==> config.mk <==
export PLATFORM = sky130hd
export DESIGN_NAME = mandelbrot_escape_count
export DESIGN_NICKNAME = d
export VERILOG_FILES = /design/src/rtl/mec_pkg.sv /design/src/rtl/mandelbrot_escape_count.sv
export SDC_FILE = /design/constraint.sdc
export NUM_CORES = 2
export LEC_CHECK = 0
export ABC_AREA = 0
export BUFFER_PORTS_ARGS = -buffer_cell sky130_fd_sc_hd__buf_2
export CAP_MARGIN = 20
export CORE_MARGIN = 8
export CORE_UTILIZATION = 30
export CTS_CLUSTER_DIAMETER = 80
export DETAILED_ROUTE_END_ITERATION = 7
export PLACE_DENSITY = 0.54
export SETUP_SLACK_MARGIN = 0.1
export SYNTH_ARGS = -nofsm -noshare
export SYNTH_HDL_FRONTEND = slang
export SYNTH_SLANG_ARGS = --single-unit
==> constraint.sdc <==
create_clock -name clk -period 14.1 [get_ports clk]
set_clock_uncertainty 0.2 [all_clocks]
set_input_delay 3.525 -clock clk [delete_from_list [all_inputs] [get_ports clk]]
set_output_delay 3.525 -clock clk [all_outputs]
set_load 0.02 [all_outputs]
==> src/rtl/mec_pkg.sv <==
`default_nettype none

package mec_pkg;

	localparam int COUNT_W = 14;
	localparam logic [COUNT_W-1:0] MAX_ITER_RESET = 14'd10000;

	typedef struct packed {
		logic signed [31:0] c_real;
		logic signed [31:0] c_imag;
	} point_t;

	typedef struct packed {
		logic [COUNT_W-1:0] iteration_count;
		logic               escaped;
	} result_t;

endpackage

`default_nettype wire

==> src/rtl/mandelbrot_escape_count.sv <==
`default_nettype none

// Channel   Signals                            Handshake
// point     point_valid, point_stall, point    request taken when valid && !stall
// result    result_valid, result_stall, result request taken when valid && !stall
// cfg       cfg_valid, cfg_ready, cfg_data     write taken when valid && ready
//
// Each iteration steps through S_PROD, S_UPDATE, S_SQ_R, S_SQ_I and S_MAG.
// A last pass that leaves |zr| or |zi| >= 2 skips the squares and ends sooner.
// The single shared multiplier forms three products per iteration, and the
// update of z and the magnitude compare each have a state of their own.
// Reset is asynchronous and restores max_iterations to 10000.
// A finished result waits in the output register while a new request is taken.

module mandelbrot_escape_count #(
	parameter int FRAC_BITS = 27
) (
	input  wire logic              clk,
	input  wire logic              arst_n,
	input  wire logic              point_valid,
	output logic                   point_stall,
	input  wire mec_pkg::point_t   point,
	output logic                   result_valid,
	input  wire logic              result_stall,
	output mec_pkg::result_t       result,
	input  wire logic              cfg_valid,
	output logic                   cfg_ready,
	input  wire logic [mec_pkg::COUNT_W-1:0] cfg_data
);

	localparam int MW = FRAC_BITS + 2;
	localparam int PW = 2 * MW;
	localparam int ZW = ((FRAC_BITS + 5 > 32) ? FRAC_BITS + 5 : 32) + 1;
	localparam logic signed [ZW-1:0] TWO_Z = ZW'(1) << (FRAC_BITS + 1);
	localparam logic signed [ZW-1:0] NEG_TWO_Z = -TWO_Z;
	localparam logic signed [PW:0] FOUR_SQ = (PW + 1)'(1) << (2 * FRAC_BITS + 2);

	typedef enum logic [2:0] {
		S_IDLE,
		S_PROD,
		S_UPDATE,
		S_SQ_R,
		S_SQ_I,
		S_MAG,
		S_DONE
	} state_t;

	state_t state_q;

	logic [mec_pkg::COUNT_W-1:0] max_iter_q;
	logic [mec_pkg::COUNT_W-1:0] count_q;
	logic                        esc_q;
	logic signed [31:0]          c_real_q;
	logic signed [31:0]          c_imag_q;
	logic signed [ZW-1:0]        zr_q;
	logic signed [ZW-1:0]        zi_q;
	logic signed [PW-1:0]        rr_q;
	logic signed [PW-1:0]        ii_q;
	logic signed [PW-1:0]        ri_q;
	logic                        result_valid_q;
	mec_pkg::result_t            result_q;

	logic signed [MW-1:0] mul_a;
	logic signed [MW-1:0] mul_b;
	logic signed [PW-1:0] prod;
	logic signed [PW:0]   rdiff;
	logic signed [PW:0]   idbl;
	logic signed [PW:0]   rsh;
	logic signed [PW:0]   ish;
	logic signed [ZW-1:0] zr_next;
	logic signed [ZW-1:0] zi_next;
	logic signed [PW:0]   mag;
	logic                 big_z;
	logic                 out_free;

	always_comb begin
		unique case (state_q)
			S_PROD: begin
				mul_a = zr_q[MW-1:0];
				mul_b = zi_q[MW-1:0];
			end
			S_SQ_I: begin
				mul_a = zi_q[MW-1:0];
				mul_b = zi_q[MW-1:0];
			end
			default: begin
				mul_a = zr_q[MW-1:0];
				mul_b = zr_q[MW-1:0];
			end
		endcase
	end

	assign prod    = mul_a * mul_b;
	assign rdiff   = {rr_q[PW-1], rr_q} - {ii_q[PW-1], ii_q};
	assign idbl    = {ri_q, 1'b0};
	assign rsh     = rdiff >>> FRAC_BITS;
	assign ish     = idbl >>> FRAC_BITS;
	assign zr_next = ZW'(rsh) + ZW'(c_real_q);
	assign zi_next = ZW'(ish) + ZW'(c_imag_q);
	assign mag     = {rr_q[PW-1], rr_q} + {ii_q[PW-1], ii_q};
	assign big_z   = (zr_q >= TWO_Z) || (zr_q <= NEG_TWO_Z) ||
	                 (zi_q >= TWO_Z) || (zi_q <= NEG_TWO_Z);
	assign out_free = !result_valid_q || !result_stall;

	assign point_stall  = (state_q != S_IDLE);
	assign cfg_ready    = (state_q == S_IDLE);
	assign result_valid = result_valid_q;
	assign result       = result_q;

	always_ff @(posedge clk or negedge arst_n) begin
		if (!arst_n) begin
			state_q        <= S_IDLE;
			max_iter_q     <= mec_pkg::MAX_ITER_RESET;
			count_q        <= '0;
			esc_q          <= 1'b0;
			c_real_q       <= '0;
			c_imag_q       <= '0;
			zr_q           <= '0;
			zi_q           <= '0;
			rr_q           <= '0;
			ii_q           <= '0;
			ri_q           <= '0;
			result_valid_q <= 1'b0;
			result_q       <= '0;
		end else begin
			if (cfg_valid && cfg_ready) begin
				max_iter_q <= cfg_data;
			end
			if (result_valid_q && !result_stall && state_q != S_DONE) begin
				result_valid_q <= 1'b0;
			end
			unique case (state_q)
				S_IDLE: begin
					if (point_valid) begin
						c_real_q <= point.c_real;
						c_imag_q <= point.c_imag;
						zr_q     <= '0;
						zi_q     <= '0;
						rr_q     <= '0;
						ii_q     <= '0;
						count_q  <= '0;
						esc_q    <= 1'b0;
						state_q  <= S_PROD;
					end
				end
				S_PROD: begin
					ri_q    <= prod;
					state_q <= S_UPDATE;
				end
				S_UPDATE: begin
					zr_q    <= zr_next;
					zi_q    <= zi_next;
					count_q <= count_q + 1'b1;
					state_q <= S_SQ_R;
				end
				S_SQ_R: begin
					if (big_z) begin
						esc_q   <= 1'b1;
						state_q <= S_DONE;
					end else begin
						rr_q    <= prod;
						state_q <= S_SQ_I;
					end
				end
				S_SQ_I: begin
					ii_q    <= prod;
					state_q <= S_MAG;
				end
				S_MAG: begin
					priority if (mag >= FOUR_SQ) begin
						esc_q   <= 1'b1;
						state_q <= S_DONE;
					end else if (count_q >= max_iter_q) begin
						state_q <= S_DONE;
					end else begin
						state_q <= S_PROD;
					end
				end
				S_DONE: begin
					if (out_free) begin
						result_q.iteration_count <= count_q;
						result_q.escaped         <= esc_q;
						result_valid_q           <= 1'b1;
						state_q                  <= S_IDLE;
					end
				end
				default: begin
					state_q <= S_IDLE;
				end
			endcase
		end
	end

endmodule

`default_nettype wire

=== Yosys cells after proc, flatten, opt, wreduce, memory -nomap -nowiden ===
Index checks and enable logic that the tools add are counted.
Widths: inputs -> output; s select.

* Bits of input ports: 83
* Output and inout port bits: 18
* Register bits after elaboration: 352
* Word-level logic and storage cells: 85

* Reduce and logical (&&, ||, !) cells: 23
* Multiplexer cells: 24
* Add/sub/neg operators: 5
* Order comparisons: 6
* $mul: 1
* Eq/ne operators: 12

{| class="wikitable"
|+ Operator list
! operator !! count
|-
| $pmux 58 s2 || 2
|-
| $pmux 33 s2 || 2
|-
| $mux 58 || 2
|-
| $add 32x32->33 || 2
|-
| $ge 33x30->1 const B || 2
|-
| $le 33x29->1 const B || 2
|-
| $add 58x58->59 || 1
|-
| $ge 59x58->1 const B || 1
|-
| $sub 58x58->59 || 1
|-
| $mul 29x29->58 || 1
|-
| $mux 29 || 2
|-
| $mux 33 || 1
|-
| $pmux 14 s2 || 1
|-
| $pmux 3 s7 || 1
|-
| $add 14x1->14 const B || 1
|-
| $ge 14x14->1 || 1
|-
| $mux 14 || 1
|-
| $mux 3 || 4
|-
| $ne 2x2->1 const B || 5
|-
| $reduce_and 2->1 || 5
|-
| $eq 3x3->1 const B || 3
|-
| $eq 3x2->1 const B || 2
|-
| $mux 1 || 6
|-
| $reduce_bool 2->1 || 3
|-
| 12 further kinds || 19
|}

=== Longest topological paths before layout ===
* Depth after elaboration: 6
* Gate-level depth with buffers: 38
* Mapped depth without buffers: 33

=== Worst setup path before layout ===
Ideal clock, no wire load.

* Kind: reg2reg
* From: reg state_q[0]
* To: reg rr_q[57]
* Period minus slack after synthesis: 9,881 ps
* Arrival time: 9,551 ps
* Data required time: 13,770 ps
* Buffers on the path: 4
* Setup slack: 4,219 ps
* Stages on the path, launching flop included: 35
* Setup time: 130 ps
* Path through: dfrtp_1 clkbuf_1 nor2b_1 nor2b_1 buf_2 a21oi_1 clkbuf_1 mux2i_1 clkbuf_1 nor2_1 fa_1 inv_1 fa_1 inv_1 fa_1 fa_1 inv_1 fa_1 inv_1 fa_1 inv_1 fa_1 fa_1 inv_1 ha_1 a21o_1 a21o_1 a21o_1 nand2b_1 o31ai_2 a21oi_1 or4_1 a31oi_1 xnor2_1 o21ai_1

* Longest elaborated chain between the ends: 6
* Elaborated cells between the ends (all ways): 14
* Those cells by class: mul: 1; eq/ne: 5; mux: 4; reduce/logical: 4

{| class="wikitable"
|+ RTL lines
! element !! RTL line !! source
|-
| start: declaration || mandelbrot_escape_count.sv:48 || <nowiki>state_t state_q;</nowiki>
|-
| start signal: assignment || mandelbrot_escape_count.sv:112 || <nowiki>state_q <= S_IDLE;</nowiki>
|-
| start signal: assignment || mandelbrot_escape_count.sv:143 || <nowiki>state_q <= S_PROD;</nowiki>
|-
| start signal: assignment || mandelbrot_escape_count.sv:148 || <nowiki>state_q <= S_UPDATE;</nowiki>
|-
| $eq 3x3->1 / $eq 3x1->1 (equally long branches) || mandelbrot_escape_count.sv:77 || <nowiki>unique case (state_q)</nowiki>
|-
| $reduce_or 2->1 (no source line) || - ||
|-
| $mux 29 || mandelbrot_escape_count.sv:77 ||
|-
| $mul 29x29->58 || mandelbrot_escape_count.sv:93 || <nowiki>assign prod = mul_a * mul_b;</nowiki>
|-
| $mux 58 || mandelbrot_escape_count.sv:157 || <nowiki>if (big_z) begin</nowiki>
|-
| $pmux 58 s2 || mandelbrot_escape_count.sv:132 || <nowiki>unique case (state_q)</nowiki>
|-
| end signal: assignment || mandelbrot_escape_count.sv:161 || <nowiki>rr_q <= prod;</nowiki>
|-
| end: declaration || mandelbrot_escape_count.sv:57 || <nowiki>logic signed [PW-1:0] rr_q;</nowiki>
|}

Parallel ways exist; a longest one is shown, timed or not. The select of a mux whose other input is x is not followed.
A chain may end at the register's enable or synchronous reset.

=== Worst setup path after layout ===
* From: reg state_q[2]
* To: reg rr_q[56]

The elaborated chain is that of the path after synthesis.

==> run summary <==
The remaining antenna violation count after routing is 0, and the overall global routing resource usage is 18.2%. Measured against its own limit, the worst slew margin works out to 21.1%. Number of design-rule violations left by the first detailed-router iteration: 2930. The critical path in this run is classified as flop to flop. The kind of cell adding the most delay to the critical path is adder cells. After detailed routing, the average wire length per cell comes to 21.0 µm. Yosys mapped a number of flops with a built-in enable equal to 0.

When the netlist entered floorplanning its net count stood at 7021. The worst register-to-register path ends at rr_q[56]. The first global-routing pass estimated 253 mm of wire.

The root cell of the clock tree is sky130_fd_sc_hd__clkbuf_16. For the sum of met2 wire segment lengths after detailed routing, the log shows 75.8 mm. Using the TritonRoute via totals, the vias-per-cell ratio works out to 4.99. After routing, the total negative slack on setup checks comes to 0 ns.

On the critical path, the stage with the largest delay is an instance of sky130_fd_sc_hd__fa_1. For this run, asynchronously set or reset flops after synthesis account for 100%. The tool flagged a number of max-cap violations equal to 0. Slew at the pin closest to its max-slew limit: 1.16 ns. In this run the critical register-to-register path is launched from state_q[2].

Cell type with the largest total area after synthesis: sky130_fd_sc_hd__fa_1. Setup repair after global routing left no endpoint under its margin. The routed design has 165 mm of wire. The final hold slack came out at 0.286 ns. The flip-flop and latch count after synthesis is 326, and the worst-skew pair later-pin latency is 0.56 ns. The chip width is 425 µm. The flow ran to the end, and the final reports show no timing, DRC or antenna violations.

The depth of the worst register-to-register path is 33. The final worst-path cycle share was 79.7%. The top cell type by area accounts for 36.0% of the synthesized area. Sorting the synthesized cells by area gives the leading types as sky130_fd_sc_hd__fa_1 36%, sky130_fd_sc_hd__dfrtp_1 16%, sky130_fd_sc_hd__ha_1 9.1%, sky130_fd_sc_hd__inv_1 7.9%, sky130_fd_sc_hd__nand2_1 6.2%. Summing all multi-input logic gate instances after layout gives 37400 µm². Data arrives at the worst endpoint at 11.47 ns. The time the worst path needs with I/O delays and setup works out to 11.24 ns. The most used standard cell by instance count after synthesis is sky130_fd_sc_hd__inv_1.

The largest net degree at the start of global routing came out at 130. In this run the cell area of the synthesized design comes to 50200 µm². The total setup violations reported at the end of the flow is 0, and the number of warnings reported in the yosys synthesis log is 0. Die height: 425 µm.

The half-perimeter wire length after placement was 130 mm; the storage element area was 8160 µm². The run gives 14.32 ns as the endpoint required time on the critical path. Cell occurring most often along the worst timing path: sky130_fd_sc_hd__fa_1. The total core area was 167000 µm²; the wire length on met1 was 70.1 mm. The logs give 12.3 mm for the met3 wirelength from detailed routing and 1 for the initial antenna violation count.

Once placement completed, the tool counted placed cells totaling 7822. After filler insertion, the fill cell instance count of the layout stands at 17500. The number of buffers added on ports works out to 100. TritonCTS built the clock tree. The total iterations of the first detailed-routing run was 5; the total number of nets in the final design was 7008. The beginning of the worst hold path was ri_q[48]. The share of the Yosys chip area taken by registers is 16.3%. The number of DRC violations after detailed routing was 0; the number of clock buffers inserted by TritonCTS was 34. The initialized floorplan defines 150 standard-cell rows. The stage delay of the slowest cell on the critical path is 1.00 ns.

The min-delay analysis places its worst path in the category flop to flop. For this run, the top clock speed supported by timing is 88.9 MHz. For the number of global-route vias before repair, the log shows 40400. After synthesis, the most frequently instantiated cells are 1061 x sky130_fd_sc_hd__inv_1, 904 x sky130_fd_sc_hd__fa_1, 828 x sky130_fd_sc_hd__nand2_1. The worst hold path terminates at ri_q[48].

The highest routing layer actually used is met5. The clock tree synthesis step divided the H-tree into 2 levels. From synthesis to final layout, the design area changed by 8.89%. The worst register-to-register path has a setup slack of 2.86 ns.

STA classifies the critical path endpoint as a flop. The final hold violation count came out at 0. The number of setup buffers added after CTS is 0.

The count of cells in the finished layout, fillers not included, comes to 7884. The clock transition at the register clock pins on the worst setup and hold paths after CTS came out at 0.07 ns. In this run the worst path has a maximum fanout of 63.

The die covers 181000 µm². The run gives 0 as the post-CTS resize count. The max-slew violation total from the final report was 0; the number of cells traversed by the worst hold path was 2. For the total congestion overflow, the log shows 0.

Pin placement for this block handled 101 I/O pins. STA classifies the critical path startpoint as a flop. The buffers plus inverters on the worst setup path came out at 9. The post-synthesis average cell area is 8.86 µm², and the number of inserted diodes is 0. Detailed routing inserted a total of 39400 vias. The worst-case clock buffer depth is 3, and the number of unique standard cell types used by synthesis is 86. Among all flip-flop cells after synthesis, the most frequent one is sky130_fd_sc_hd__dfrtp_1. Layout cell share with drive strength beyond 1: 6.30%.

The starting density of the core was 30.1%; the number of sinks driven by the clock tree was 326. Routability-driven placement finished with a final weighted congestion of 0.936. The cell count after synthesis came out at 5669.

The number of hold buffers added after CTS was 0.
==> cell families (layout without fill, tap and decap cells) <==
logic type | after synthesis | after routing | synth area share (%)
AOI/OAI and AO/OA | 763 | 763 | 9.39
xor gates and xnor gates | 147 | 147 | 2.56
adders and majority gates | 1269 | 1269 | 45.1
buffers and inverters | 1303 | 1314 | 9.76
DFF | 326 | 326 | 16.3
muxes | 103 | 103 | 2.16
and+or+nand+nor | 1758 | 1758 | 14.8
==> worst max path at each step <==
stage / depth (start not counted) / end / start
after floorplan: 34 / rr_q[57] / state_q[0]
after global placement: 33 / ri_q[57] / state_q[2]
after detailed placement: 33 / ri_q[57] / state_q[2]
after CTS: 33 / ri_q[57] / state_q[2]
after global routing: 33 / rr_q[56] / state_q[2]
final: 33 / rr_q[56] / state_q[2]
==> registers in the layout, summed over array words and instances (netlist names), 15 cells and up <==
name and count:
c_real_q 32, rr_q 58, c_imag_q 32, result 15, zr_q 33, zi_q 33
ri_q 32, ii_q 58
==> per-stage QoR <==
step	area, µm²	utilization [%]	setup WS, ns
CTS	54600	32.8	2.88
floorplan	50200	-	4.22
global placement	53500	32.1	3.05
global route	54700	32.8	2.26
detailed placement	53600	32.1	2.93
finish	54700	32.8	2.86
==> cell usage in the layout (no fill, tap or decap), types with 12 or more instances in the layout <==
master	synthesis	final
sky130_fd_sc_hd__buf_2	8	99
sky130_fd_sc_hd__o21a_1	18	18
sky130_fd_sc_hd__o21ai_1	27	27
sky130_fd_sc_hd__a21oi_1	150	149
sky130_fd_sc_hd__xor2_1	62	62
sky130_fd_sc_hd__nand3_1	180	180
sky130_fd_sc_hd__a211oi_1	16	16
sky130_fd_sc_hd__mux2_2	42	42
sky130_fd_sc_hd__nor2_1	532	531
sky130_fd_sc_hd__o31ai_1	12	12
sky130_fd_sc_hd__nand4_1	31	31
sky130_fd_sc_hd__dfrtp_1	321	321
sky130_fd_sc_hd__nand2b_1	27	27
sky130_fd_sc_hd__o21ai_0	286	286
sky130_fd_sc_hd__mux2i_1	61	34
sky130_fd_sc_hd__and3_1	23	23
sky130_fd_sc_hd__o21bai_1	34	34
sky130_fd_sc_hd__a31oi_1	27	27
sky130_fd_sc_hd__and2_1	13	13
sky130_fd_sc_hd__xnor2_1	85	85
sky130_fd_sc_hd__mux2i_4	0	13
sky130_fd_sc_hd__mux2i_2	0	14
sky130_fd_sc_hd__ha_1	365	365
sky130_fd_sc_hd__clkbuf_16	0	34
sky130_fd_sc_hd__nor4_1	19	19
sky130_fd_sc_hd__nor2b_1	29	28
sky130_fd_sc_hd__a21o_1	87	87
sky130_fd_sc_hd__nor3_1	32	32
sky130_fd_sc_hd__nand2_1	828	823
sky130_fd_sc_hd__buf_4	0	86
sky130_fd_sc_hd__fa_1	904	904
sky130_fd_sc_hd__inv_1	1061	1061
==> worst register-to-register path, delay by kind of cell, from the launching register on <==
kind / cells / cell delay (ns)
compound gates: 5 / 1.22
xor+xnor: 1 / 0.24
fa+ha+maj: 9 / 4.92
buf+inv: 9 / 1.89
flops: 1 / 0.50
mux: 1 / 0.58
simple gates: 8 / 1.57
==> per-layer routing <==
| metal | GRT usage, % | vias to the layer above |
|---|---|---|
| li1 | - | 17600 |
| met1 | 24.6 | 20100 |
| met2 | 29.3 | 1326 |
| met3 | 3.31 | 296 |
| met4 | 6.40 | 2 |
| met5 | 0 | - |
==> final cells by class <==
type                            count  share of cell area, %
Clock buffer                       45                   1.74
Clock inverter                     15                  0.259
Inverter                         1064                   7.30
Multi-Input combinational cell   4040                   68.5
Sequential cell                   326                   14.9
Tap cell                         2204                   5.04
Timing Repair Buffer              190                   2.27
Power is not shown: default switching activity piles up to over one toggle a cycle in this logic, so the estimate is an artifact.
